### config.mk
export PLATFORM = sky130hd
export DESIGN_NAME = i2c_bitbang_master
export DESIGN_NICKNAME = d
export VERILOG_FILES = /design/src/hdl/i2cbb_pkg.sv /design/src/hdl/i2cbb_cfg.sv /design/src/hdl/i2cbb_core.sv /design/src/hdl/i2c_bitbang_master.sv
export SDC_FILE = /design/constraint.sdc
export NUM_CORES = 1
export LEC_CHECK = 0
export BUFFER_PORTS_ARGS = -buffer_cell sky130_fd_sc_hd__buf_2
export CAP_MARGIN = 20
export CORE_MARGIN = 2
export CORE_UTILIZATION = 55
export CTS_CLUSTER_SIZE = 10
export DETAILED_ROUTE_END_ITERATION = 8
export GPL_TIMING_DRIVEN = 1
export PLACE_DENSITY = 0.78
export SLEW_MARGIN = 20
export SYNTH_ARGS = -nofsm -noshare
export SYNTH_HDL_FRONTEND = slang
export SYNTH_SLANG_ARGS = --single-unit
### constraint.sdc
create_clock -name clk -period 7.8 [get_ports clk]
set_input_delay 1.17 -clock clk [delete_from_list [all_inputs] [get_ports clk]]
set_output_delay 1.17 -clock clk [all_outputs]
set_load 0.05 [all_outputs]
### src/hdl/i2cbb_pkg.sv
`default_nettype none
package i2cbb_pkg;

	localparam int PHASE_W = 16;
	localparam int TIMEOUT_W = 10;
	localparam int SEQ_W = 5;
	localparam int ACT_W = 3;
	localparam int CFG_DATA_W = 16;

	localparam logic [PHASE_W-1:0] PHASE_TICKS_RST = 16'd100;
	localparam logic [TIMEOUT_W-1:0] ACK_TIMEOUT_RST = 10'd300;

	localparam logic CFG_PHASE_TICKS = 1'b0;
	localparam logic CFG_ACK_TIMEOUT = 1'b1;

	localparam logic [ACT_W-1:0] ACT_START = 3'd0;
	localparam logic [ACT_W-1:0] ACT_STOP = 3'd1;
	localparam logic [ACT_W-1:0] ACT_WRITE = 3'd2;
	localparam logic [ACT_W-1:0] ACT_WAIT = 3'd3;
	localparam logic [ACT_W-1:0] ACT_READ = 3'd4;
	localparam logic [ACT_W-1:0] ACT_ACK = 3'd5;
	localparam logic [ACT_W-1:0] ACT_NACK = 3'd6;

	localparam logic [SEQ_W-1:0] SEQ_IDLE = 5'd0;
	localparam logic [SEQ_W-1:0] SEQ_FIRST = 5'd1;
	localparam logic [SEQ_W-1:0] SEQ_POLL = 5'd3;

	localparam logic [1:0] MOD3_LUT [32] = '{
		2'd0, 2'd1, 2'd2, 2'd0, 2'd1, 2'd2, 2'd0, 2'd1,
		2'd2, 2'd0, 2'd1, 2'd2, 2'd0, 2'd1, 2'd2, 2'd0,
		2'd1, 2'd2, 2'd0, 2'd1, 2'd2, 2'd0, 2'd1, 2'd2,
		2'd0, 2'd1, 2'd2, 2'd0, 2'd1, 2'd2, 2'd0, 2'd1
	};

	typedef struct packed {
		logic cmd_valid;
		logic [ACT_W-1:0] action;
		logic [7:0] write_data;
		logic sda_in;
	} item_t;

	typedef struct packed {
		logic scl_out;
		logic sda_out;
		logic busy_res;
		logic done_res;
		logic [7:0] read_data;
		logic ack_missing;
	} result_t;

	typedef struct packed {
		logic [PHASE_W-1:0] phase_ticks;
		logic [TIMEOUT_W-1:0] ack_timeout;
	} cfg_t;

	typedef struct packed {
		logic scl;
		logic sda;
	} lines_t;

	function automatic logic [SEQ_W-1:0] phases_of(input logic [ACT_W-1:0] act);
		logic [SEQ_W-1:0] n;
		case (act)
			ACT_WRITE: n = 5'd24;
			ACT_WAIT: n = 5'd2;
			ACT_READ: n = 5'd19;
			default: n = 5'd3;
		endcase
		return n;
	endfunction

	function automatic lines_t levels_of(input logic [ACT_W-1:0] act,
			input logic [SEQ_W-1:0] k, input logic msb);
		lines_t l;
		case (act)
			ACT_START: begin
				l.scl = (k < 5'd2);
				l.sda = (k == 5'd0);
			end
			ACT_STOP: begin
				l.scl = (k >= 5'd1);
				l.sda = (k == 5'd2);
			end
			ACT_WRITE: begin
				l.scl = (MOD3_LUT[k] == 2'd1);
				l.sda = msb;
			end
			ACT_WAIT: begin
				l.scl = (k >= 5'd1);
				l.sda = 1'b1;
			end
			ACT_READ: begin
				l.scl = (k < 5'd16) ? k[0] : (k == 5'd17);
				l.sda = 1'b1;
			end
			ACT_ACK: begin
				l.scl = (k == 5'd1);
				l.sda = 1'b0;
			end
			default: begin
				l.scl = (k == 5'd1);
				l.sda = 1'b1;
			end
		endcase
		return l;
	endfunction

endpackage
`default_nettype wire

### src/hdl/i2cbb_cfg.sv
`default_nettype none
module i2cbb_cfg (
	input wire logic clk,
	input wire logic arst_n,
	input wire logic cfg_we,
	input wire logic cfg_index,
	input wire logic [i2cbb_pkg::CFG_DATA_W-1:0] cfg_data,
	output i2cbb_pkg::cfg_t cfg
);
	import i2cbb_pkg::*;

	logic [PHASE_W-1:0] phase_ticks_q;
	logic [TIMEOUT_W-1:0] ack_timeout_q;

	always_ff @(posedge clk or negedge arst_n) begin
		if (!arst_n) begin
			phase_ticks_q <= PHASE_TICKS_RST;
			ack_timeout_q <= ACK_TIMEOUT_RST;
		end else if (cfg_we) begin
			unique case (cfg_index)
				CFG_PHASE_TICKS: phase_ticks_q <= cfg_data[PHASE_W-1:0];
				CFG_ACK_TIMEOUT: ack_timeout_q <= cfg_data[TIMEOUT_W-1:0];
				default: ;
			endcase
		end
	end

	assign cfg.phase_ticks = phase_ticks_q;
	assign cfg.ack_timeout = ack_timeout_q;
endmodule
`default_nettype wire

### src/hdl/i2cbb_core.sv
`default_nettype none
module i2cbb_core (
	input wire logic clk,
	input wire logic arst_n,
	input wire logic step,
	input wire i2cbb_pkg::item_t item,
	input wire i2cbb_pkg::cfg_t cfg,
	output i2cbb_pkg::result_t res
);
	import i2cbb_pkg::*;

	logic [SEQ_W-1:0] seq_q, seq_n;
	logic [ACT_W-1:0] act_q, act_n;
	logic [7:0] shift_q, shift_n;
	logic [PHASE_W-1:0] phase_q, phase_n;
	logic [TIMEOUT_W-1:0] ackw_q, ackw_n;
	logic scl_q, scl_n;
	logic sda_q, sda_n;
	logic err_q, err_n;
	logic [7:0] rbyte_q, rbyte_n;
	logic done;
	logic [SEQ_W-1:0] k;
	lines_t lv;

	assign k = seq_q - 5'd1;

	always_comb begin
		seq_n = seq_q;
		act_n = act_q;
		shift_n = shift_q;
		phase_n = phase_q;
		ackw_n = ackw_q;
		scl_n = scl_q;
		sda_n = sda_q;
		err_n = err_q;
		rbyte_n = rbyte_q;
		done = 1'b0;
		lv = '0;
		if (seq_q == SEQ_IDLE) begin
			if (item.cmd_valid && item.action <= ACT_NACK) begin
				act_n = item.action;
				if (item.action == ACT_WRITE)
					shift_n = item.write_data;
				else if (item.action == ACT_READ)
					shift_n = '0;
				if (item.action == ACT_WAIT) begin
					err_n = 1'b0;
					ackw_n = '0;
				end
				seq_n = SEQ_FIRST;
				phase_n = 16'd1;
				lv = levels_of(item.action, 5'd0, shift_n[7]);
				scl_n = lv.scl;
				sda_n = lv.sda;
			end
		end else if (act_q == ACT_WAIT && seq_q == SEQ_POLL) begin
			if (!item.sda_in) begin
				scl_n = 1'b0;
				seq_n = SEQ_IDLE;
				done = 1'b1;
			end else if (ackw_q >= cfg.ack_timeout) begin
				err_n = 1'b1;
				act_n = ACT_STOP;
				seq_n = SEQ_FIRST;
				phase_n = 16'd1;
				lv = levels_of(ACT_STOP, 5'd0, shift_q[7]);
				scl_n = lv.scl;
				sda_n = lv.sda;
			end else begin
				ackw_n = ackw_q + 10'd1;
			end
		end else if (phase_q < cfg.phase_ticks) begin
			phase_n = phase_q + 16'd1;
		end else begin
			if (act_q == ACT_WRITE && MOD3_LUT[k] == 2'd2)
				shift_n = {shift_q[6:0], 1'b0};
			else if (act_q == ACT_READ && k < 5'd16 && k[0])
				shift_n = {shift_q[6:0], item.sda_in};
			if (act_q == ACT_READ && k == 5'd18)
				rbyte_n = shift_q;
			if ({1'b0, k} + 6'd1 >= {1'b0, phases_of(act_q)}) begin
				if (act_q == ACT_WAIT) begin
					seq_n = SEQ_POLL;
					phase_n = '0;
					scl_n = 1'b1;
					sda_n = 1'b1;
				end else begin
					seq_n = SEQ_IDLE;
					done = 1'b1;
				end
			end else begin
				seq_n = seq_q + 5'd1;
				phase_n = 16'd1;
				lv = levels_of(act_q, seq_q, shift_n[7]);
				scl_n = lv.scl;
				sda_n = lv.sda;
			end
		end
	end

	always_ff @(posedge clk or negedge arst_n) begin
		if (!arst_n) begin
			seq_q <= SEQ_IDLE;
			act_q <= ACT_START;
			shift_q <= '0;
			phase_q <= '0;
			ackw_q <= '0;
			scl_q <= 1'b1;
			sda_q <= 1'b1;
			err_q <= 1'b0;
			rbyte_q <= '0;
		end else if (step) begin
			seq_q <= seq_n;
			act_q <= act_n;
			shift_q <= shift_n;
			phase_q <= phase_n;
			ackw_q <= ackw_n;
			scl_q <= scl_n;
			sda_q <= sda_n;
			err_q <= err_n;
			rbyte_q <= rbyte_n;
		end
	end

	assign res.scl_out = scl_n;
	assign res.sda_out = sda_n;
	assign res.busy_res = (seq_n != SEQ_IDLE);
	assign res.done_res = done;
	assign res.read_data = rbyte_n;
	assign res.ack_missing = err_n;
endmodule
`default_nettype wire

### src/hdl/i2c_bitbang_master.sv
// channel   handshake                 word
// in        in_valid / in_stall       cmd_valid, action, write_data, sda_in
// out       out_valid / out_stall     scl_out, sda_out, busy_res, done_res,
//                                     read_data, ack_missing
// cfg       cfg_we                    cfg_index, cfg_data
//
// One word in, one word out; a word enters every cycle unless in_stall holds it,
// passing the input register, then the sequencer step into the output register.
// The sequencer state advances only when the input register moves a word on.
// A stalled output holds its word; the input stalls only while both
// registers are full. arst_n clears state: idle, lines released, timing 100/300.
`default_nettype none
module i2c_bitbang_master (
	input wire logic clk,
	input wire logic arst_n,
	input wire logic in_valid,
	output logic in_stall,
	input wire logic cmd_valid,
	input wire logic [2:0] action,
	input wire logic [7:0] write_data,
	input wire logic sda_in,
	output logic out_valid,
	input wire logic out_stall,
	output logic scl_out,
	output logic sda_out,
	output logic busy_res,
	output logic done_res,
	output logic [7:0] read_data,
	output logic ack_missing,
	input wire logic cfg_we,
	input wire logic cfg_index,
	input wire logic [i2cbb_pkg::CFG_DATA_W-1:0] cfg_data
);
	import i2cbb_pkg::*;

	item_t item_s1;
	logic valid_s1;
	result_t res_s2;
	logic valid_s2;
	result_t res;
	cfg_t cfg;
	logic out_ready;
	logic step;
	logic in_take;

	assign out_ready = !valid_s2 || !out_stall;
	assign step = valid_s1 && out_ready;
	assign in_stall = valid_s1 && !out_ready;
	assign in_take = in_valid && !in_stall;

	always_ff @(posedge clk or negedge arst_n) begin
		if (!arst_n) begin
			valid_s1 <= 1'b0;
		end else if (in_take) begin
			valid_s1 <= 1'b1;
		end else if (step) begin
			valid_s1 <= 1'b0;
		end
	end

	always_ff @(posedge clk) begin
		if (in_take) begin
			item_s1.cmd_valid <= cmd_valid;
			item_s1.action <= action;
			item_s1.write_data <= write_data;
			item_s1.sda_in <= sda_in;
		end
	end

	i2cbb_cfg u_cfg (
		.clk(clk),
		.arst_n(arst_n),
		.cfg_we(cfg_we),
		.cfg_index(cfg_index),
		.cfg_data(cfg_data),
		.cfg(cfg)
	);

	i2cbb_core u_core (
		.clk(clk),
		.arst_n(arst_n),
		.step(step),
		.item(item_s1),
		.cfg(cfg),
		.res(res)
	);

	always_ff @(posedge clk or negedge arst_n) begin
		if (!arst_n) begin
			valid_s2 <= 1'b0;
		end else if (step) begin
			valid_s2 <= 1'b1;
		end else if (!out_stall) begin
			valid_s2 <= 1'b0;
		end
	end

	always_ff @(posedge clk) begin
		if (step)
			res_s2 <= res;
	end

	assign out_valid = valid_s2;
	assign scl_out = res_s2.scl_out;
	assign sda_out = res_s2.sda_out;
	assign busy_res = res_s2.busy_res;
	assign done_res = res_s2.done_res;
	assign read_data = res_s2.read_data;
	assign ack_missing = res_s2.ack_missing;

	a_done_not_busy: assert property (@(posedge clk) disable iff (!arst_n)
		out_valid |-> !(done_res && busy_res))
		else $error("done and busy together");

	a_stall_holds_word: assert property (@(posedge clk) disable iff (!arst_n)
		in_stall |-> (valid_s1 && valid_s2 && out_stall))
		else $error("input stall without a full pipe");

	a_step_fills_out: assert property (@(posedge clk) disable iff (!arst_n)
		step |=> out_valid)
		else $error("stepped word missing at output");
endmodule
`default_nettype wire

# == Word-level counts from Yosys, hierarchy flattened ==
# Memories as Yosys holds them, arrays and structs flattened.
# Index checks and enable logic that the tools add are counted.
# totals
romBits,128
input_bits,35
n_memories,2
mem_bits_rw,0
latch_bits,0
out_inout_bits,15
register_bits,107
# op_classes
add_sub_neg,5
div,0
reduce_logical,31
shift,0
n_eq_ne,27
n_bitwise,3
muxes,81
mul,0
magnitude_cmp,10
# mem_list
memory,words,word_bits,rd,rd_clocked_by_memory_dff,write_ports,line_no,source
(no name shown),32,2,1,0,0,i2cbb_pkg.sv:85,l.scl = (MOD3_LUT[k] == 2'd1);
(no name shown),32,2,1,0,0,i2cbb_core.sv:75,if (act_q == ACT_WRITE && MOD3_LUT[k] == 2'd2)
# ops
cell,n
$mux 16,8
$mux 8,12
$mux 10,6
$mux 5,10
$mux 1,32
$add 16x1->16 const B,1
$lt 16x16->1,1
$mux 3,5
$pmux 5 s3,1
$eq 3x2->1 const B,4
$eq 3x3->1 const B,4
$ge 6x6->1 const B,2
$not 5->6,2
$pmux 2 s6,1
$reduce_and 6->1,2
$add 10x1->10 const B,1
$eq 5x2->1 const B,2
$eq 5x5->1 const B,2
$ge 10x10->1,1
$lt 5x5->1 const B,2
$mux 2,5
$reduce_and 5->1,2
$logic_and 1x1->1,9
$ne 2x1->1 const B,4
other kinds (27),38

# == Logic depth before layout (Yosys ltp) ==
# depth
depth_word,13
mapped_depth,19

# == Cells and area by module ==
# Synthesis repeated with hierarchy kept, for this count alone.
# hier_totals
hier_cells,648
area_unflattened_um2,6618.8
# modules_own_cells
module,cells_per_inst,seq_area_each_um2,instances,area_per_inst_um2
i2cbb_core,558,1328.8,1,4704.5
i2cbb_cfg,56,659.4,1,1041.0
i2c_bitbang_master,34,830.8,1,873.3

# == Worst setup path before layout ==
# No wires, ideal clock.
# synth_path
kind,reg2reg
start,register u_core.seq_q[0]
end,register res_s2 (netlist bit busy_res) (data pin)
arrival_time_ps,3666
setup_ps,272
path_buffers,2
path_stages_with_launch,19
synth_period_minus_slack_ps,3938
setup_slack_ps,3862
required_time_ps,7528
path_cell_list,dfrtp_1 > clkbuf_1 > inv_1 > ha_1 > buf_4 > nand2_1 > nor2_1 > a21oi_1 > nor2_1 > o21ai_0 > xnor2_1 > ha_1 > o21ai_0 > a32oi_2 > or2_2 > a22oi_1 > a21oi_1 > o21a_1 > or4_1
# synth_lines
element,line_no,source
"start, declared",i2cbb_core.sv:12,"logic [SEQ_W-1:0] seq_q, seq_n;"
"start signal, assigned",i2cbb_core.sv:113,seq_q <= seq_n;
"end signal, assigned",i2c_bitbang_master.sv:100,res_s2 <= res;
"end, declared",i2c_bitbang_master.sv:38,result_t res_s2;

# == Final worst setup path ==
# layout_path
start,register u_core.seq_q[0]
end,register u_core.phase_q[4]
# layout_via
elab_chain_len,7
elab_cells_between_ends,15
cone_classes,2 x add/sub; 1 x order compare; 5 x eq/ne; 4 x mux; 3 x reduce/logical
# layout_lines
element,line_no,source
$sub 5x1->5,i2cbb_core.sv:25,assign k = seq_q - 5'd1;
$add 5x1->6,i2cbb_core.sv:81,"if ({1'b0, k} + 6'd1 >= {1'b0, phases_of(act_q)}) begin"
$ge 6x5->1,i2cbb_core.sv:81,
$mux 16,i2cbb_core.sv:81,
$mux 16,i2cbb_core.sv:72,end else if (phase_q < cfg.phase_ticks) begin
$mux 16,i2cbb_core.sv:56,end else if (act_q == ACT_WAIT && seq_q == SEQ_POLL) begin
$mux 16,i2cbb_core.sv:39,if (seq_q == SEQ_IDLE) begin
"end signal, assigned",i2cbb_core.sv:116,phase_q <= phase_n;
"end, declared",i2cbb_core.sv:15,"logic [PHASE_W-1:0] phase_q, phase_n;"
# Parallel ways exist; a longest one is shown, timed or not.
# A chain may end at the register's enable or synchronous reset.

==> out/qor.csv <==
metric,value,unit
viasPerCell,6.10,
htree_levels,3,
grt_pass1_vias,5214,
stdcell_area,7000,µm²
synth_cell_types,75,
drive_above_1_share,16.0,%
core_area,11400,µm²
grt-ovfl-total,0,
cts_resized,0,
multiInputGateArea,3270,µm²
fin_cells,866,
dp_cells,850,
cp.required,8.03,ns
drt_iter0_markers,362,
cts_hold_buf,0,
cts_tree,yes,
yosys_warnings,0,
grt_pass1_wl,24800,µm
drtAntennaViolNets,0,
syn-num-nets,765,
arrival,4.63,ns
cts_buffers,9,
mostFrequentLayoutCell,nand2_1,
antenna_found_initial,0,
endpoint_kind,register,
io_pins,50,
fin_worst_skew,0.00824,ns
finalNetCount,789,
synth_edf_count,26,
fillers,1000,
clock.fmax,227,MHz
finalHoldViolations,0,
ys_seq_elements,107,
grt_usage,24.2,%
cts_sinks,107,
wl_per_cell,16.6,µm
ff_latch_area,2820,µm²
area_growth,8.64,%
fin_setup_tns,0,ns
ys_seq_area_share,43.7,%
setup_violations,0,
netlist_instances,694,
mostFrequentLayoutCells,"nand2_1 (86), o21ai_0 (78), dfrtp_1 (72)",
root_buffer,clkbuf_16,
startpoint_type,register,
clock_latency,0.36,ns
fp.dieH,112,µm
clk_pin_slew,0.07,ns
dpl_cell_area,6700,µm²
num_vias,5285,
cp_max_fo,18,
hold_class,register to register,
die_w,112,µm
start_util,56.5,%
wl,14400,µm
layout_worst_path_cycle_share,56.4,%
powerDensity,261,nW/µm²
drc_errors,0,
syn_area,6450,µm²
min_period,4.40,ns
relSlewSlack,35.9,%
ir_worst_vdd,0.000218,V
port_buffers,49,
postSynthAreaPerCell,9.29,µm²
cap_viol_max_count,0,
path_class,register to register,
postCtsSetupBuffers,0,
dp_hpwl,10200,µm
die_area,12600,µm²
ys_async_sr_fraction,75.7,%
outcome,"complete, no violations",
num_antenna_cells,0,
synth_ff_type,dfrtp_1,
placementRows,39,
place_congestion,0.959,
rsz0062_at_grt,no,
worstMarginPinSlew,0.958,ns
p_total,1830,µW
p_leak,0.00312,µW
detail_route.first_pass.iterations,6,
drv_slew,0,
grt_max_degree,82,
cts.path.max_buffers,2,
-- worst max-delay path, cell delays in order, from the launching register on --
cell and delay (ns):
dfrtp_1 0.55, inv_1 0.29, ha_1 0.57, nor2b_1 0.26, nand2_1 0.13, nor2_1 0.12
a21oi_1 0.06, xnor2_1 0.14, ha_1 0.25, nor3_1 0.23, a32oi_2 0.17, or2_2 0.38
nand4_1 0.14, nand4_1 0.50, o21ai_0 0.34, o21ai_0 0.12
-- registers in the layout, summed over array words and instances (netlist names), 3 cells and up --
| name | flops |
|---|---|
| u_core.seq_q | 5 |
| u_cfg.ack_timeout_q | 10 |
| u_core.shift_q | 8 |
| u_core.ackw_q | 10 |
| item_s1 | 13 |
| u_cfg.phase_ticks_q | 16 |
| u_core.act_q | 3 |
| u_core.phase_q | 16 |
| u_core.rbyte_q | 8 |
| read_data | 8 |
-- area by class of cell --
| type | count | area share (%) |
|---|---|---|
| flip-flops and latches | 107 | 40.2 |
| well taps | 143 | 2.55 |
| inverters | 44 | 2.36 |
| clock inverters | 5 | 0.840 |
| multi-input cells | 505 | 46.7 |
| clock buffers | 11 | 3.47 |
| repair buffers | 51 | 3.80 |
-- kinds of logic (layout without fill, tap and decap cells) --
kind of cell | count (synthesis) | count (layout) | synth area share [%]
AOI/OAI and AO/OA | 201 | 201 | 20.3
xor gates and xnor gates | 10 | 10 | 1.36
adders and majority gates | 36 | 36 | 6.99
buffers and inverters | 82 | 111 | 5.55
DFF | 107 | 107 | 43.7
muxes | 22 | 22 | 3.80
and+or+nand+nor | 236 | 236 | 18.3
-- Yosys cell counts, drive strengths merged (9+ instances only) --
cell / number / area, µm²
nand4: 13 / 81.3
dfrtp: 72 / 1800
o21ai: 83 / 415
nand2b: 16 / 115
o31ai: 11 / 82.6
buf: 13 / 98.8
ha: 36 / 450
a21oi: 37 / 193
nor2: 44 / 170
dfstp: 9 / 236
and2: 9 / 58.8
a32oi: 9 / 86.3
nand3: 16 / 80.1
mux2: 20 / 225
and3: 15 / 93.8
nand2: 86 / 323
clkbuf: 25 / 93.8
inv: 44 / 165
edfxtp: 26 / 781
nor3: 11 / 55.1
-- path summary, 6_finish.rpt --
path	slack, ns	to	cells past startpoint	startpoint
max in group asynchronous	6.44	u_core.err_q$_DFFE_PN0P_	1	arst_n
min	0.48	u_core.rbyte_q[0]$_DFFE_PN0P_	2	u_core.rbyte_q[0]$_DFFE_PN0P_
min in group asynchronous	0.85	u_cfg.phase_ticks_q[14]$_DFFE_PN0P_	1	arst_n
max reg2reg	3.40	u_core.phase_q[4]$_DFFE_PN0P_	15	u_core.seq_q[0]$_DFFE_PN0P_
max	3.40	u_core.phase_q[4]$_DFFE_PN0P_	15	u_core.seq_q[0]$_DFFE_PN0P_
min reg2reg	0.48	u_core.rbyte_q[0]$_DFFE_PN0P_	2	u_core.rbyte_q[0]$_DFFE_PN0P_
-- per-stage QoR --
stage                     worst slack [ns]  utilization [%]  hold slack (ns)
final                                 3.40             61.3            0.477
after global routing                  3.01             61.3            0.510
after CTS                             3.43             61.3            0.480
after detailed placement              3.43             58.7            0.463
after global placement                3.66             58.7            0.453
after floorplan                       3.86                -            0.442
-- routing by layer --
layer / track usage (%) / part of all wire [%] / up-vias
met1: 32.8 / 44 / 2536
met4: 9.67 / 2.4 / 0
met3: 4.27 / 5.2 / 32
li1: - / - / 2553
met2: 38.9 / 48 / 164
met5: 0 / 0 / -
-- power by group --
group | internal, µW | switching (µW) | leakage, µW
registers | 652 | 65.9 | 0.00129
logic | 240 | 400 | 0.00169
clock network | 259 | 208 | 0.000144
total | 1150 | 674 | 0.00312
No activity file was read; power rests on OpenSTA's default activity.
